### src/hdl/slns_pkg.sv
// Shared types and constants for the sorted line-number selector.
// Holds the request codes and the command and status bundles between controller and datapath.
// Depends on nothing.
`default_nettype none

package slns_pkg;

	localparam logic [1:0] REQ_ADD     = 2'd0;
	localparam logic [1:0] REQ_BYTE    = 2'd1;
	localparam logic [1:0] REQ_RESTART = 2'd2;

	localparam logic [7:0]  NEWLINE  = 8'd10;
	localparam logic [31:0] LINE_MAX = 32'hFFFF_FFFF;
	localparam logic [31:0] LINE_ONE = 32'd1;

	typedef struct packed {
		logic accept_byte;
		logic restart;
		logic add_start;
		logic rd_idx;
		logic rd_pend;
		logic add_step;
		logic add_tail;
		logic byte_commit;
	} cmd_t;

	typedef struct packed {
		logic add_skip;
		logic idx_at_count;
		logic full;
		logic slot_eq;
		logic hit;
		logic out_busy;
	} status_t;

endpackage

`default_nettype wire

### src/hdl/slns_ram.sv
// Generic simple dual-port RAM with one write port and one registered read port.
// Used for the sorted slot store; depends on nothing.
`default_nettype none

module slns_ram #(
	parameter int WIDTH = 32,
	parameter int DEPTH = 16
) (
	input  wire logic                                 clk,
	input  wire logic                                 wr_en,
	input  wire logic [(DEPTH > 1 ? $clog2(DEPTH) : 1)-1:0] wr_addr,
	input  wire logic [WIDTH-1:0]                     wr_data,
	input  wire logic                                 rd_en,
	input  wire logic [(DEPTH > 1 ? $clog2(DEPTH) : 1)-1:0] rd_addr,
	output logic      [WIDTH-1:0]                     rd_data
);

	logic [WIDTH-1:0] mem_q [DEPTH];

	always_ff @(posedge clk) begin
		if (wr_en) begin
			mem_q[wr_addr] <= wr_data;
		end
		if (rd_en) begin
			rd_data <= mem_q[rd_addr];
		end
	end

endmodule

`default_nettype wire

### src/hdl/slns_datapath.sv
// Datapath of the sorted line-number selector: slot RAM, fill count, line counter and output register.
// Depends on slns_pkg and slns_ram.
`default_nettype none

module slns_datapath import slns_pkg::*; #(
	parameter int SLOT_COUNT = 16
) (
	input  wire logic        clk,
	input  wire logic        arst_n,
	input  wire cmd_t        cmd,
	output status_t          status,
	input  wire logic [31:0] line_number,
	input  wire logic [7:0]  data_byte,
	output logic             out_valid,
	input  wire logic        out_stall,
	output logic      [7:0]  out_byte
);

	localparam int IW = $clog2(SLOT_COUNT + 1);
	localparam int AW = SLOT_COUNT > 1 ? $clog2(SLOT_COUNT) : 1;

	logic [IW-1:0] count_q;
	logic [IW-1:0] idx_q;
	logic [IW-1:0] pend_q;
	logic [31:0]   line_q;
	logic          started_q;
	logic [31:0]   carry_q;
	logic [7:0]    byte_q;
	logic          out_valid_q;
	logic [7:0]    out_byte_q;

	logic          wr_en;
	logic [AW-1:0] wr_addr;
	logic          rd_en;
	logic [AW-1:0] rd_addr;
	logic [31:0]   rd_data;
	logic          slot_gt;
	logic          pend_valid;

	assign slot_gt    = rd_data > carry_q;
	assign pend_valid = pend_q < count_q;

	assign wr_en   = cmd.add_tail || (cmd.add_step && slot_gt);
	assign wr_addr = cmd.add_tail ? count_q[AW-1:0] : idx_q[AW-1:0];
	assign rd_en   = cmd.rd_idx || cmd.rd_pend;
	assign rd_addr = cmd.rd_pend ? pend_q[AW-1:0] : idx_q[AW-1:0];

	slns_ram #(
		.WIDTH(32),
		.DEPTH(SLOT_COUNT)
	) u_slots (
		.clk    (clk),
		.wr_en  (wr_en),
		.wr_addr(wr_addr),
		.wr_data(carry_q),
		.rd_en  (rd_en),
		.rd_addr(rd_addr),
		.rd_data(rd_data)
	);

	always_comb begin
		status.add_skip     = started_q || (line_number == 32'd0);
		status.idx_at_count = idx_q == count_q;
		status.full         = count_q == IW'(SLOT_COUNT);
		status.slot_eq      = rd_data == carry_q;
		status.hit          = pend_valid && (rd_data == line_q);
		status.out_busy     = out_valid_q && out_stall;
	end

	always_ff @(posedge clk or negedge arst_n) begin
		if (!arst_n) begin
			count_q     <= '0;
			idx_q       <= '0;
			pend_q      <= '0;
			line_q      <= LINE_ONE;
			started_q   <= 1'b0;
			out_valid_q <= 1'b0;
		end else begin
			if (out_valid_q && !out_stall) begin
				out_valid_q <= 1'b0;
			end
			if (cmd.restart) begin
				count_q   <= '0;
				pend_q    <= '0;
				line_q    <= LINE_ONE;
				started_q <= 1'b0;
			end
			if (cmd.add_start) begin
				idx_q <= '0;
			end
			if (cmd.add_step) begin
				idx_q <= idx_q + 1'b1;
			end
			if (cmd.add_tail) begin
				count_q <= count_q + 1'b1;
			end
			if (cmd.accept_byte) begin
				started_q <= 1'b1;
			end
			if (cmd.byte_commit) begin
				if (byte_q == NEWLINE) begin
					if (status.hit) begin
						pend_q <= pend_q + 1'b1;
					end
					if (line_q != LINE_MAX) begin
						line_q <= line_q + 32'd1;
					end
				end
				if (status.hit) begin
					out_valid_q <= 1'b1;
				end
			end
		end
	end

	always_ff @(posedge clk) begin
		if (cmd.add_start) begin
			carry_q <= line_number;
		end
		if (cmd.add_step && slot_gt) begin
			carry_q <= rd_data;
		end
		if (cmd.accept_byte) begin
			byte_q <= data_byte;
		end
		if (cmd.byte_commit && status.hit) begin
			out_byte_q <= byte_q;
		end
	end

	assign out_valid = out_valid_q;
	assign out_byte  = out_byte_q;

endmodule

`default_nettype wire

### src/hdl/slns_ctrl.sv
// Controller state machine of the sorted line-number selector.
// Sequences the insertion walk and the byte lookup; depends on slns_pkg.
`default_nettype none

module slns_ctrl import slns_pkg::*; (
	input  wire logic       clk,
	input  wire logic       arst_n,
	input  wire logic       in_valid,
	output logic            in_stall,
	input  wire logic [1:0] req_type,
	input  wire status_t    status,
	output cmd_t            cmd
);

	typedef enum logic [2:0] {
		S_IDLE,
		S_ADD_RD,
		S_ADD_CMP,
		S_BYTE_RD,
		S_BYTE_EV
	} state_t;

	state_t state_q;
	state_t state_d;
	logic   accept;

	assign in_stall = state_q != S_IDLE;
	assign accept   = in_valid && (state_q == S_IDLE);

	always_comb begin
		cmd     = '0;
		state_d = state_q;
		case (state_q)
			S_IDLE: begin
				if (accept) begin
					case (req_type)
						REQ_ADD: begin
							if (!status.add_skip) begin
								cmd.add_start = 1'b1;
								state_d       = S_ADD_RD;
							end
						end
						REQ_BYTE: begin
							cmd.accept_byte = 1'b1;
							state_d         = S_BYTE_RD;
						end
						REQ_RESTART: begin
							cmd.restart = 1'b1;
						end
						default: begin
						end
					endcase
				end
			end
			S_ADD_RD: begin
				if (status.idx_at_count) begin
					cmd.add_tail = !status.full;
					state_d      = S_IDLE;
				end else begin
					cmd.rd_idx = 1'b1;
					state_d    = S_ADD_CMP;
				end
			end
			S_ADD_CMP: begin
				if (status.slot_eq) begin
					state_d = S_IDLE;
				end else begin
					cmd.add_step = 1'b1;
					state_d      = S_ADD_RD;
				end
			end
			S_BYTE_RD: begin
				cmd.rd_pend = 1'b1;
				state_d     = S_BYTE_EV;
			end
			S_BYTE_EV: begin
				if (!(status.hit && status.out_busy)) begin
					cmd.byte_commit = 1'b1;
					state_d         = S_IDLE;
				end
			end
			default: begin
				state_d = S_IDLE;
			end
		endcase
	end

	always_ff @(posedge clk or negedge arst_n) begin
		if (!arst_n) begin
			state_q <= S_IDLE;
		end else begin
			state_q <= state_d;
		end
	end

endmodule

`default_nettype wire

### src/hdl/sorted_line_number_selector_core.sv
// Top level of the sorted line-number selector.
// Joins slns_ctrl and slns_datapath; depends on slns_pkg.
//
// Add requests insert a line number into a sorted, duplicate-free set of SLOT_COUNT
// entries held in a single RAM, and text-byte requests pass through every byte of
// each selected line. One request is in work at a time. An add request walks the
// occupied entries through the single RAM read port, with a read step and a compare
// step per entry; an add that is ignored, a restart and an unused code are done
// at acceptance. A text byte passes three steps: acceptance, a read of the pending
// entry, and a compare step that delivers it. A byte of a selected line stays in
// that compare step for as long as the previous passed byte is still stalled at the
// output. The block accepts a new request while a passed byte still waits at the
// output.
`default_nettype none

module sorted_line_number_selector_core import slns_pkg::*; #(
	parameter int SLOT_COUNT = 16
) (
	input  wire logic        clk,
	input  wire logic        arst_n,
	input  wire logic        in_valid,
	output logic             in_stall,
	input  wire logic [1:0]  req_type,
	input  wire logic [31:0] line_number,
	input  wire logic [7:0]  data_byte,
	output logic             out_valid,
	input  wire logic        out_stall,
	output logic      [7:0]  out_byte
);

	cmd_t    cmd;
	status_t status;

	slns_ctrl u_ctrl (
		.clk     (clk),
		.arst_n  (arst_n),
		.in_valid(in_valid),
		.in_stall(in_stall),
		.req_type(req_type),
		.status  (status),
		.cmd     (cmd)
	);

	slns_datapath #(
		.SLOT_COUNT(SLOT_COUNT)
	) u_datapath (
		.clk        (clk),
		.arst_n     (arst_n),
		.cmd        (cmd),
		.status     (status),
		.line_number(line_number),
		.data_byte  (data_byte),
		.out_valid  (out_valid),
		.out_stall  (out_stall),
		.out_byte   (out_byte)
	);

endmodule

`default_nettype wire
### config.mk
export PLATFORM = sky130hd
export DESIGN_NAME = sorted_line_number_selector_core
export DESIGN_NICKNAME = d
export VERILOG_FILES = /design/src/hdl/slns_pkg.sv /design/src/hdl/slns_ram.sv /design/src/hdl/slns_datapath.sv /design/src/hdl/slns_ctrl.sv /design/src/hdl/sorted_line_number_selector_core.sv
export SDC_FILE = /design/constraint.sdc
export NUM_CORES = 1
export LEC_CHECK = 0
export BUFFER_PORTS_ARGS = -buffer_cell sky130_fd_sc_hd__clkbuf_2
export CAP_MARGIN = 20
export CORE_MARGIN = 2
export CORE_UTILIZATION = 50
export CTS_CLUSTER_DIAMETER = 200
export DETAILED_ROUTE_END_ITERATION = 8
export PLACE_DENSITY = 0.66
export SYNTH_ARGS = -nofsm -noshare
export SYNTH_HDL_FRONTEND = slang
export SYNTH_SLANG_ARGS = --single-unit
### constraint.sdc
create_clock -name clk -period 6.4 [get_ports clk]
set_input_delay 1.28 -clock clk [delete_from_list [all_inputs] [get_ports clk]]
set_output_delay 1.28 -clock clk [all_outputs]
set_load 0.01 [all_outputs]
Word level (Yosys, flattened, before mapping):

Memory sizes are Yosys's and may differ from the RTL's. A register that Yosys moved wholly into a read port is not among the register bits.
Cells that the tools add are included.

* equality and inequality tests: 16
* mux-type cells: 45
* order comparisons: 2
* add/subtract/negate cells: 4
* reductions and logical operators: 21

Operators with widths (number)
* two-way mux 32 bit: 6
* equality test 32 bit: 2
* two-way mux 5 bit: 8
* adder 32 x 1 -> 32 bit (second input constant): 1
* greater-than comparator 32 bit: 1
* zero test 32 bit: 1
* != test 32 bit (second input constant): 1
* two-way mux 1 bit: 21
* adder 5 x 1 -> 5 bit (second input constant): 3
* two-way mux 3 bit: 5
* one-hot mux 3 bit (5 select lines): 1
* equality test 8 x 4 -> 1 bit (second input constant): 1
* two-way mux 4 bit: 2
* nonzero test 2 bit: 4
* logical AND 1 bit: 7
* equality test 3 x 2 -> 1 bit (second input constant): 2
* != test 3 bit (second input constant): 2
* one-hot mux 3 bit (2 select lines): 1
* equality test 5 bit: 1
* equality test 5 bit (second input constant): 1
* less-than comparator 5 bit: 1
* AND reduction 4 bit: 1
* equality test 3 x 1 -> 1 bit (second input constant): 1
* equality test 3 bit (second input constant): 1
* 10 further kinds: 13

* memory bits (writable): 512
* input bits: 46
* memories: 1
* flip-flop bits (word level): 100

Memories
* u_datapath.u_slots.mem_q: words 16, bits a word 32, rd ports 1, clocked after Yosys merged registers in 1, wr ports 1, RTL line slns_ram.sv:18 `logic [WIDTH-1:0] mem_q [DEPTH];`

Logic depth before layout (Yosys ltp):

* word-level depth: 10
* mapped depth: 12

Modules after synthesis:

Synthesis repeated with hierarchy kept, for this count alone.

* cell total of the unflattened synthesis: 1432
* area total of the unflattened synthesis: 26512.9 µm²

Modules (own cells, without submodules)
* slns_ram: area each 20155.6 µm², sequential area each 16335.7 µm², cells each 838, instances 1
* slns_datapath: area each 6102.1 µm², sequential area each 2668.8 µm², cells each 568, instances 1
* slns_ctrl: area each 255.2 µm², sequential area each 75.1 µm², cells each 26, instances 1

Worst setup path before layout:

No wires, ideal clock.

* path type: register to register
* from: reg u_datapath.carry_q[27]
* to: mem u_datapath.u_slots.mem_q[10][0], enable pin
* stages on the path, launching flop included: 11
* setup slack: 0.575 ns
* library setup time: 0.501 ns
* clock period less this slack: 5.825 ns
* data required time: 5.899 ns
* path buffers: 2
* arrival: 5.324 ns
* cells stage by stage: edfxtp_1 > inv_1 > ha_1 > nand4_1 > or3_1 > or3_1 > o22a_1 > buf_6 > and2_4 > buf_6 > nor4_1

* longest elaborated chain between the ends: 7

RTL lines
* start: declaration: RTL line slns_datapath.sv:27 `logic [31:0] carry_q;`
* start signal: assignment: RTL line slns_datapath.sv:118 `carry_q <= line_number;`
* start signal: assignment: RTL line slns_datapath.sv:121 `carry_q <= rd_data;`
* branches (longest 3 deep; another with greater-than comparator 32 bit)
* logical AND 1 bit (*): RTL line slns_datapath.sv:43 `assign wr_en = cmd.add_tail || (cmd.add_step && slot_gt);`
* logical OR 1 bit (*): RTL line slns_datapath.sv:43
* two-way mux 1 bit (*): RTL line slns_ram.sv:21 `if (wr_en) begin`
* two-way mux 1 bit (not written as such) (*): RTL line slns_ram.sv:22 `mem_q[wr_addr] <= wr_data;`
* end: declaration: RTL line slns_ram.sv:18

Mark *: on every way between the ends.

Worst setup path after layout:

* from: reg u_datapath.carry_q[26]
* to: mem u_datapath.u_slots.mem_q[0][26], enable pin

Same word-level chain as after synthesis.

==> summary.md <==
| Metric | Value |
|---|---|
| Net Sw Power | 3.93 mW |
| Largest net degree at the start of global routing | 129 |
| First-pass GRT wire length | 92900 microns |
| Min cycle time layout | 4.43 ns |
| Worst reg2reg startpoint | u_datapath.carry_q[26]$_DFFE_PP_ |
| Root Buffer Master | sky130_fd_sc_hd__clkbuf_16 |
| CTS tree | done |
| Deepest level of the CTS H-tree | 3 |
| Final hold slack | 0.452 ns |
| Final max-slew violation count | 0 |
| Placement Rows | 84 |
| Number of remaining DRC errors | 0 |
| Setup Total Neg Slack | 0 ns |
| Number of max-cap violations | 0 |
| Vias in the first global route | 14100 |
| GR Util All Layers | 22.9% |
| I/O pin cnt | 56 |
| Hold Path Depth | 0 |
| Effective utilization at floorplan | 50.8% |
| Cell internal pwr | 8.85 mW |
| Achievable frequency | 226 MHz |
| Switching portion of total power | 30.7% |
| Diode count | 0 |
| Post-CTS sizing | 0 |
| Count of buffers inserted at the top-level ports | 55 |
| Vias after detailed routing | 14500 |
| RSZ-0062 raised after global routing | false |
| Number of enable flip-flop cells after synthesis | 592 |
| Clock tree skew after final layout | 0.0320 ns |
| Reg-to-reg endpoint | u_datapath.u_slots.mem_q[0][26]$_DFFE_PP_ |
| Pre-antenna DRT Iters | 5 |
| Combinational cell fraction of total power | 24.5% |
| Power Total | 12.8 mW |
| Summed instance area of the synthesized netlist | 26800 sq um |
| Hold Crit Class | reg -> reg |
| Largest stage delay on the critical path | 0.74 ns |
| Hold endpoint | u_datapath.out_byte[1]$_DFFE_PP_ |
| Headroom to the max-slew limit | 32.6% |
| Post-route antenna net violation count | 0 |
| Number of placed instances with taps included | 2228 |
| Netlist cell types | 68 |
| Worst-case vdd ir drop | 0.320 mV |
| Slowest CP cell | sky130_fd_sc_hd__o21ai_1 |
| Commonest non-fill, non-tap cell in the layout | sky130_fd_sc_hd__edfxtp_1 |
| PwrDens | 423 nW/um^2 |
| Final setup vio count | 0 |
| Via-per-instance ratio | 6.16 |
| Final worst path period share | 69.2% |
| Total clock buffers created by CTS | 68 |
| Antenna violations before repair | 0 |
| Result of the run | complete, no violations |
| Average instance area after synthesis | 17.7 sq um |
| Reg clk slew, reported paths | 0.06 ns |
| Reported leakage power | 10.3 nW |
| Core Area | 52900 sq um |
| Warnings from Yosys | 0 |
| Sequential fraction of design power | 45.5% |
| Area overhead of the layout relative to synthesis | 12.5% |
| CP Data Arrival Time | 4.76 ns |
| Flop and latch count out of synthesis | 644 |
| Gp weighted congestion | 0.838 |
| Post-Synthesis Cells | 1520 |
| Final Hold Vio Count | 0 |
| Synthesized net count | 1607 |
| Aggregate routed wire length | 62500 microns |
| Reg-to-reg slack, setup | 1.97 ns |
| Total Nets Final | 1697 |
| Proportion of synthesized flip-flops having asynchronous set or reset | 8.07% |
| Clk_lat worst skew | 0.61 ns |
| Required time at the endpoint of the critical path | 6.73 ns |
| Power share of the clock group | 30.0% |
| Number of non-filler instances in the completed layout | 2353 |
| Worst setup SP type | flop |
| Setup Crit Path Kind | reg -> reg |
| CTS Hold Buffers Added | 0 |
| CTS sink cnt | 644 |
| GR Overflow Total | 0 |
| Transition at the pin with the smallest max-transition slack | 1.01 ns |
| FF-to-FF path depth | 10 |
| Worst-path maximum fanout | 17 |
| Worst-path cell chain | inv_1 > ha_1 > nand4_1 > or4_1 > o21ai_1 > or3_1 > o22a_2 > and2_4 > nor2_4 > buf_4 |
| Prevailing post-synth register cell | sky130_fd_sc_hd__edfxtp_1 |
| Die span in y | 236 microns |
| Layout cells sized above 1 | 23.5% |
| Number of violations reported at the end of detailed-routing iteration 0 | 1590 |
| Final WS setup | 1.97 ns |
| Setup repair bufs after CTS | 0 |
| Sequential share of the synthesized area | 71.1% |
| Kind of end point of the critical path | flop |
| Most used cells in the layout excluding fill and tap cells | sky130_fd_sc_hd__edfxtp_1, sky130_fd_sc_hd__mux4_2, sky130_fd_sc_hd__nand2_1 |
| WL/cell | 26.6 microns |
| Hold Startpoint | u_datapath.byte_q[1]$_DFFE_PP_ |
| Worst setup slack after placement | 1.99 ns |
| Placed wire-length estimate | 37900 microns |
| Die Wd | 236 microns |
| Clock buffer depth | 3 |
| Die Area | 55600 sq um |
==> registers in the layout, indices dropped and copies added (netlist names), 5 cells and up <==
register and count:
u_datapath.pend_q 5, u_datapath.carry_q 32, u_datapath.u_slots.mem_q 512, u_datapath.idx_q 5, u_datapath.byte_q 8, u_datapath.line_q 32, u_datapath.out_byte 8, u_datapath.u_slots.rd_data 32
u_datapath.count_q 5
==> cells by family (layout without fill, tap and decap cells) <==
family          Yosys count  count (layout)  share of synthesized area [%]
flops                   644             644                           71.1
simple gates            324             324                           6.39
mux                     182             182                           12.9
compound gates          162             162                           3.97
buf+inv                 123             268                           2.31
xor+xnor                 44              44                           1.44
fa+ha+maj                41              41                           1.91
==> area by class of cell <==
type                            instances  area, sq um
Clock buffer                           83         1780
Clock inverter                         42          402
Fill cell                            3966        22700
Inverter                               50          188
Multi-Input combinational cell        753         7300
Sequential cell                       644        19100
Tap cell                              688          861
Timing Repair Buffer                   93          598
==> layer usage <==
| layer | global-route usage, % | up-vias | wire [microns] |
|---|---|---|---|
| li1 | - | 6258 | - |
| met1 | 33.4 | 7581 | 27000 |
| met2 | 35.5 | 570 | 29400 |
| met3 | 5.16 | 84 | 4900 |
| met4 | 5.33 | 0 | 1190 |
| met5 | 0 | - | 0 |
==> Yosys cell counts, types with 2 or more instances <==
master,number,area share (%)
sky130_fd_sc_hd__edfxtp_1,592,66
sky130_fd_sc_hd__mux4_2,128,11
sky130_fd_sc_hd__nand2_1,118,1.6
sky130_fd_sc_hd__dfrtp_1,51,4.8
sky130_fd_sc_hd__inv_1,50,0.70
sky130_fd_sc_hd__ha_1,41,1.9
sky130_fd_sc_hd__xnor2_1,38,1.2
sky130_fd_sc_hd__and2_1,37,0.86
sky130_fd_sc_hd__nand3_1,37,0.69
sky130_fd_sc_hd__a211oi_1,34,0.95
sky130_fd_sc_hd__a31oi_1,34,0.79
sky130_fd_sc_hd__mux2_2,34,1.4
sky130_fd_sc_hd__a21oi_1,30,0.56
sky130_fd_sc_hd__clkbuf_1,29,0.41
sky130_fd_sc_hd__o21ai_0,27,0.50
sky130_fd_sc_hd__nand4_1,26,0.61
sky130_fd_sc_hd__buf_2,20,0.37
sky130_fd_sc_hd__mux2i_1,19,0.71
sky130_fd_sc_hd__nor2_1,19,0.27
sky130_fd_sc_hd__nor3_1,18,0.34
sky130_fd_sc_hd__nor4_1,17,0.40
sky130_fd_sc_hd__buf_6,14,0.59
sky130_fd_sc_hd__a21o_1,11,0.31
sky130_fd_sc_hd__and3_1,10,0.23
sky130_fd_sc_hd__buf_4,7,0.20
sky130_fd_sc_hd__nand2b_1,6,0.14
sky130_fd_sc_hd__nor2b_1,6,0.14
sky130_fd_sc_hd__xor2_1,6,0.20
sky130_fd_sc_hd__or4_1,5,0.14
sky130_fd_sc_hd__and4_1,4,0.13
sky130_fd_sc_hd__or3_1,4,0.093
sky130_fd_sc_hd__nand3b_1,3,0.084
sky130_fd_sc_hd__o211ai_1,3,0.084
sky130_fd_sc_hd__o31ai_1,3,0.084
sky130_fd_sc_hd__a2111oi_2,2,0.11
sky130_fd_sc_hd__a22oi_1,2,0.056
sky130_fd_sc_hd__buf_1,2,0.028
sky130_fd_sc_hd__nor3b_1,2,0.056
sky130_fd_sc_hd__o21ai_1,2,0.037
==> how the worst max path moves through the flow <==
stage                                          start                                   endpoint  slack [ns]
floorplan           u_datapath.carry_q[27]$_DFFE_PP_  u_datapath.u_slots.mem_q[10][0]$_DFFE_PP_        0.57
finish              u_datapath.carry_q[26]$_DFFE_PP_  u_datapath.u_slots.mem_q[0][26]$_DFFE_PP_        1.97
detailed placement  u_datapath.carry_q[24]$_DFFE_PP_  u_datapath.u_slots.mem_q[0][26]$_DFFE_PP_        1.99
CTS                 u_datapath.carry_q[26]$_DFFE_PP_  u_datapath.u_slots.mem_q[7][24]$_DFFE_PP_        1.98
global placement    u_datapath.carry_q[26]$_DFFE_PP_  u_datapath.u_slots.mem_q[2][23]$_DFFE_PP_        2.04
global route        u_datapath.carry_q[25]$_DFFE_PP_  u_datapath.u_slots.mem_q[7][19]$_DFFE_PP_        1.68
==> critical path, delay by kind of cell, from the launching register on <==
family,cells,cell delay (ns)
AND/OR/NAND/NOR,5,1.67
buffers and inverters,2,0.38
flip-flops,1,0.68
AO/OA/AOI/OAI,2,1.08
adder cells (fa/ha/maj),1,0.31
==> power groups by stage <==
stage / clock network [mW] / registers, mW / logic [mW]
3_5_place_dp: 0 / 5.89 / 3.16
3_3_place_gp: 0 / 5.86 / 3.13
2_1_floorplan: 0 / 5.56 / 2.44
4_1_cts: 3.90 / 5.80 / 3.18
6_report: 3.84 / 5.81 / 3.13
5_1_grt: 4.06 / 5.86 / 3.41
==> stage by stage <==
step           util [%]  area [sq um]
5_1_grt            57.1         30200
6_report           57.1         30200
3_3_place_gp       53.0         28000
2_1_floorplan         -         26800
4_1_cts            57.1         30200
3_5_place_dp       53.0         28000
(Power assumes the default switching activity.)
